**src/rtl/core/spq_pkg.sv**
```systemverilog
`default_nettype none
package spq_pkg;

	localparam int DATA_W = 32;
	localparam int PRIO_W = 8;

	localparam logic CMD_ENQ = 1'b0;
	localparam logic CMD_DEQ = 1'b1;

	typedef enum logic [1:0] {
		ST_ENQUEUED = 2'd0,
		ST_DEQUEUED = 2'd1,
		ST_EMPTY    = 2'd2,
		ST_FULL     = 2'd3
	} status_t;

	// One stored slot of the sorted chain.
	typedef struct packed {
		logic                     valid;
		logic [PRIO_W-1:0]        prio;
		logic signed [DATA_W-1:0] data;
	} entry_t;

	// Operation broadcast to every cell in the cycle a request is accepted.
	typedef struct packed {
		logic                     enq;
		logic                     deq;
		logic [PRIO_W-1:0]        prio;
		logic signed [DATA_W-1:0] data;
	} op_t;

endpackage
`default_nettype wire

```
**src/rtl/core/spq_cell.sv**
```systemverilog
`default_nettype none
module spq_cell (
	input  wire logic           clk,
	input  wire logic           arst_n,
	input  wire spq_pkg::op_t   op,
	input  wire spq_pkg::entry_t prev_entry,
	input  wire logic           prev_past,
	input  wire spq_pkg::entry_t next_entry,
	output spq_pkg::entry_t     entry,
	output logic                past
);

	spq_pkg::entry_t entry_q;
	spq_pkg::entry_t entry_d;

	// A cell lies past the insertion point when it is free or holds a strictly
	// larger priority; the sorted prefix makes this flag monotonic along the chain.
	assign past  = !entry_q.valid || (entry_q.prio > op.prio);
	assign entry = entry_q;

	always_comb begin
		entry_d = entry_q;
		priority if (op.deq) begin
			entry_d = next_entry;
		end else if (op.enq && past) begin
			if (prev_past) begin
				entry_d = prev_entry;
			end else begin
				entry_d.valid = 1'b1;
				entry_d.prio  = op.prio;
				entry_d.data  = op.data;
			end
		end
	end

	always_ff @(posedge clk or negedge arst_n) begin
		if (!arst_n) begin
			entry_q <= '0;
		end else begin
			entry_q <= entry_d;
		end
	end

endmodule
`default_nettype wire

```
**src/rtl/core/sorted_priority_queue_top.sv**
```systemverilog
`default_nettype none
// Sorted priority queue built as a chain of CAPACITY cells, head in cell 0.
// On each accepted request every cell compares its priority with
// the request at once and either holds, takes the new entry, or takes its
// neighbor's entry, so a request can be accepted in every cycle while the
// result register is free or being drained. Enqueue places the entry after all
// entries of equal or smaller priority; dequeue returns the head. Enqueue into
// a full queue reports full and drops the entry, dequeue of an empty queue
// reports empty; in both cases and on enqueue the returned data and priority
// are zero. Exactly one result follows each request.
module sorted_priority_queue_top #(
	parameter int CAPACITY = 16
) (
	input  wire logic               clk,
	input  wire logic               arst_n,
	input  wire logic               in_valid,
	output logic                    in_ready,
	input  wire logic               cmd,
	input  wire logic signed [31:0] item_data,
	input  wire logic [7:0]         item_priority,
	output logic                    out_valid,
	input  wire logic               out_ready,
	output logic [1:0]              status,
	output logic signed [31:0]      out_data,
	output logic [7:0]              out_priority
);

	spq_pkg::entry_t cell_entry [CAPACITY];
	logic            cell_past  [CAPACITY];
	spq_pkg::op_t    op;

	logic            accept;
	logic            full;
	logic            empty;
	spq_pkg::status_t status_d;

	logic             out_valid_q;
	spq_pkg::status_t status_q;
	logic signed [31:0] out_data_q;
	logic [7:0]       out_priority_q;

	assign in_ready = !out_valid_q || out_ready;
	assign accept   = in_valid && in_ready;
	assign full     = cell_entry[CAPACITY-1].valid;
	assign empty    = !cell_entry[0].valid;

	always_comb begin
		op.enq  = accept && (cmd == spq_pkg::CMD_ENQ) && !full;
		op.deq  = accept && (cmd == spq_pkg::CMD_DEQ) && !empty;
		op.prio = item_priority;
		op.data = item_data;
	end

	for (genvar i = 0; i < CAPACITY; i++) begin : g_cell
		spq_pkg::entry_t prev_e;
		logic            prev_p;
		spq_pkg::entry_t next_e;

		if (i == 0) begin : g_head
			assign prev_e = '0;
			assign prev_p = 1'b0;
		end else begin : g_body
			assign prev_e = cell_entry[i-1];
			assign prev_p = cell_past[i-1];
		end

		if (i == CAPACITY - 1) begin : g_tail
			assign next_e = '0;
		end else begin : g_link
			assign next_e = cell_entry[i+1];
		end

		spq_cell u_cell (
			.clk        (clk),
			.arst_n     (arst_n),
			.op         (op),
			.prev_entry (prev_e),
			.prev_past  (prev_p),
			.next_entry (next_e),
			.entry      (cell_entry[i]),
			.past       (cell_past[i])
		);
	end

	always_comb begin
		if (cmd == spq_pkg::CMD_ENQ) begin
			status_d = full ? spq_pkg::ST_FULL : spq_pkg::ST_ENQUEUED;
		end else begin
			status_d = empty ? spq_pkg::ST_EMPTY : spq_pkg::ST_DEQUEUED;
		end
	end

	always_ff @(posedge clk or negedge arst_n) begin
		if (!arst_n) begin
			out_valid_q <= 1'b0;
		end else if (accept) begin
			out_valid_q <= 1'b1;
		end else if (out_ready) begin
			out_valid_q <= 1'b0;
		end
	end

	always_ff @(posedge clk) begin
		if (accept) begin
			status_q <= status_d;
			if (op.deq) begin
				out_data_q     <= cell_entry[0].data;
				out_priority_q <= cell_entry[0].prio;
			end else begin
				out_data_q     <= '0;
				out_priority_q <= '0;
			end
		end
	end

	assign out_valid    = out_valid_q;
	assign status       = status_q;
	assign out_data     = out_data_q;
	assign out_priority = out_priority_q;

endmodule
`default_nettype wire

```
**config.mk**
```make
export PLATFORM = sky130hd
export DESIGN_NAME = sorted_priority_queue_top
export DESIGN_NICKNAME = d
export VERILOG_FILES = /design/src/rtl/core/spq_pkg.sv /design/src/rtl/core/spq_cell.sv /design/src/rtl/core/sorted_priority_queue_top.sv
export SDC_FILE = /design/constraint.sdc
export NUM_CORES = 2
export LEC_CHECK = 0
export BUFFER_PORTS_ARGS = -buffer_cell sky130_fd_sc_hd__buf_2
export CORE_ASPECT_RATIO = 0.75
export CORE_MARGIN = 5
export CORE_UTILIZATION = 59
export DETAILED_ROUTE_END_ITERATION = 16
export PLACE_DENSITY = 0.78
export SLEW_MARGIN = 20
export SYNTH_ARGS = -nofsm -noshare
export SYNTH_HDL_FRONTEND = slang
export SYNTH_HIERARCHICAL = 1
export SYNTH_SLANG_ARGS = --single-unit
```
**constraint.sdc**
```tcl
create_clock -name clk -period 7.4 [get_ports clk]
set_clock_uncertainty 0.2 [all_clocks]
set_input_delay 0.74 -clock clk [delete_from_list [all_inputs] [get_ports clk]]
set_output_delay 0.74 -clock clk [all_outputs]
set_load 0.1 [all_outputs]
```
==> reports/metrics.yaml <==
critical_path_buf_inv_count: 5
instances_no_fill: 6986
dr.pass1.iters: 6
grt_max_degree: 203
cpPeakStageDelay_ns: 0.59
syn_to_final_growth_pct: 5.454
arrival_ns: 4.99
p_leak_nw: 27.17
maxCapViolCount: 0
ant_nets: 0
fin_crit_sh_pct: 63.06
timing.rr.start: "g_cell[2].u_cell/entry[39]$_DFFE_PN0P_"
wl_per_cell_um: 24.35
worstPathRequired_ns: 7.73
r2r_end: "g_cell[2].u_cell/entry[35]$_DFFE_PN0P_"
drtIter0Drc: 5626
insertion_delay_ns: 0.68
wirelength_mm: 170.1
io_pins: 89
r2r_slack_ns: 3.27
p_per_area_mw_per_mm2: 281.2
cts_buffers: 76
worst_slew_pin_slew_ns: 1.206
crit_path_end_kind: "flop"
die_h_um: 279.4
dp_hpwl_mm: 110.2
die_w_um: 369.2
hold_viol_final: 0
antenna_found_initial: 4
hold_class: "in -> reg"
period_needed_ns: 4.667
ctsHoldBuffers: 1
start_util_pct: 59.70
reg2reg_depth: 7
cts_setup_buffers: 0
rows: 98
status: "completed"
grtUsageTotal_pct: 32.05
critPathTopFamily: "buffers and inverters"
cts.sinks: 699
cts_tree: "done"
ir_drop_mv: 0.2238
ctsResizeCount: 0
place.gp.congestion: 0.8794
syn_inst: 5911
start_kind: "input port"
fin_nets: 5851
setup_tns_ns: 0
drc: 0
maxSlewViolCount: 0
synth_area_mm2: 0.05710
min_from: "cmd"
grt_pass1_wl_mm: 270.4
port_buffers: 88
max_freq_mhz: 214.3
die_area_mm2: 0.1032
placed_area_mm2: 0.05756
path_clk_slew_ns: 0.06
slew_headroom_pct: 19.58
setup_viol: 0
crit_top_cell: "buf_4"
crit_chain: "buf_2 > buf_4 > inv_1 > ha_1 > a21oi_1 > a21o_1 > buf_4 > o2bb2ai_1 > nand2_1 > buf_4 > mux2_2 > a211oi_1 > o31ai_2"
vias: 47356
htree_levels: 3
root_buffer: "clkbuf_16"
via_per_inst: 6.779
cts_buffer_depth: 3
overflow: 0
whs_ns: 0.2340
cp_slowest_cell: "nand2_1"
rsz0062_at_grt: "no"
hold_end: "status[1]$_DFFE_PP_"
syn_area_per_cell_um2: 9.660
critPathMaxFanout: 41
placed_cells: 6846
final_area_mm2: 0.06021
holdPathStages: 2
layout-drive-gt1-share_pct: 29.26
crit_type: "in -> reg"
core_area_mm2: 0.09564
yosys_warnings: 6
grt_pass1_vias: 46835
-- final cells by class --
class	count	area, um^2
diodes	1	2.502
clock buffers	107	2210
clock inverters	28	336.6
fillers	7660	35430
inverters	168	630.6
multi-input cells	4540	36350
flip-flops and latches	699	17700
well taps	1250	1564
repair buffers	193	1414
-- through the flow --
step | utilization, % | setup WS (ns) | total power, mW
5_1_grt | 62.96 | 2.515 | 17.76
2_1_floorplan | - | 1.985 | 11.17
3_5_place_dp | 60.18 | 2.197 | 12.75
4_1_cts | 62.85 | 2.881 | 16.82
6_report | 62.96 | 2.733 | 16.93
3_3_place_gp | 60.18 | 2.244 | 12.44
-- cells in the final DEF, fill, tap and decap left out, types with 21 or more instances in the layout --
cell       count
a211oi_1     220
a211oi_2     220
a21oi_1       53
and4bb_2      38
buf_2         87
buf_4         92
clkbuf_16     77
conb_1        83
dfrtp_1      657
edfxtp_1      42
ha_1         128
inv_1        157
mux2_2       363
mux2_4       195
mux2i_1      205
nand2_1      737
nand2b_1     434
nand3_1       38
nand3b_1     429
nand4_1       21
o21ai_0      745
o31ai_2      440
-- sequential cells by signal (all words and copies together), names as in the netlist --
name and count:
g_cell.u_cell/entry 656, out_data 32, out_priority 8, out_valid 1, status 2
-- power breakdown --
group	internal, mW	switching [mW]	total, mW
clock	2.30	1.74	4.03
combinational	3.27	4.13	7.40
sequential	4.62	0.883	5.50
-- per-layer routing --
layer | vias up | share of wire, % | wire length (um) | track usage (%)
li1 | 21000 | - | - | -
met1 | 23548 | 45 | 75710 | 47.26
met2 | 2448 | 42 | 71380 | 45.86
met3 | 360 | 10 | 17440 | 7.893
met4 | 0 | 3.3 | 5589 | 10.85
met5 | - | 0 | 0 | 0
-- worst max-delay path by stage --
stage	startpoint	endpoint	slack, ns	depth (start not counted)
6_report	item_priority[3]	g_cell[8].u_cell/entry[2]$_DFFE_PN0P_	2.73	13
5_1_grt	item_priority[3]	g_cell[8].u_cell/entry[0]$_DFFE_PN0P_	2.51	13
4_1_cts	item_priority[3]	g_cell[8].u_cell/entry[2]$_DFFE_PN0P_	2.88	13
3_5_place_dp	item_priority[3]	g_cell[8].u_cell/entry[2]$_DFFE_PN0P_	2.20	13
3_3_place_gp	item_priority[3]	g_cell[8].u_cell/entry[4]$_DFFE_PN0P_	2.24	13
2_1_floorplan	out_valid$_DFFE_PN0P_	g_cell[0].u_cell/entry[0]$_DFFE_PN0P_	1.98	7
Power figures use the tool's default switching activity.
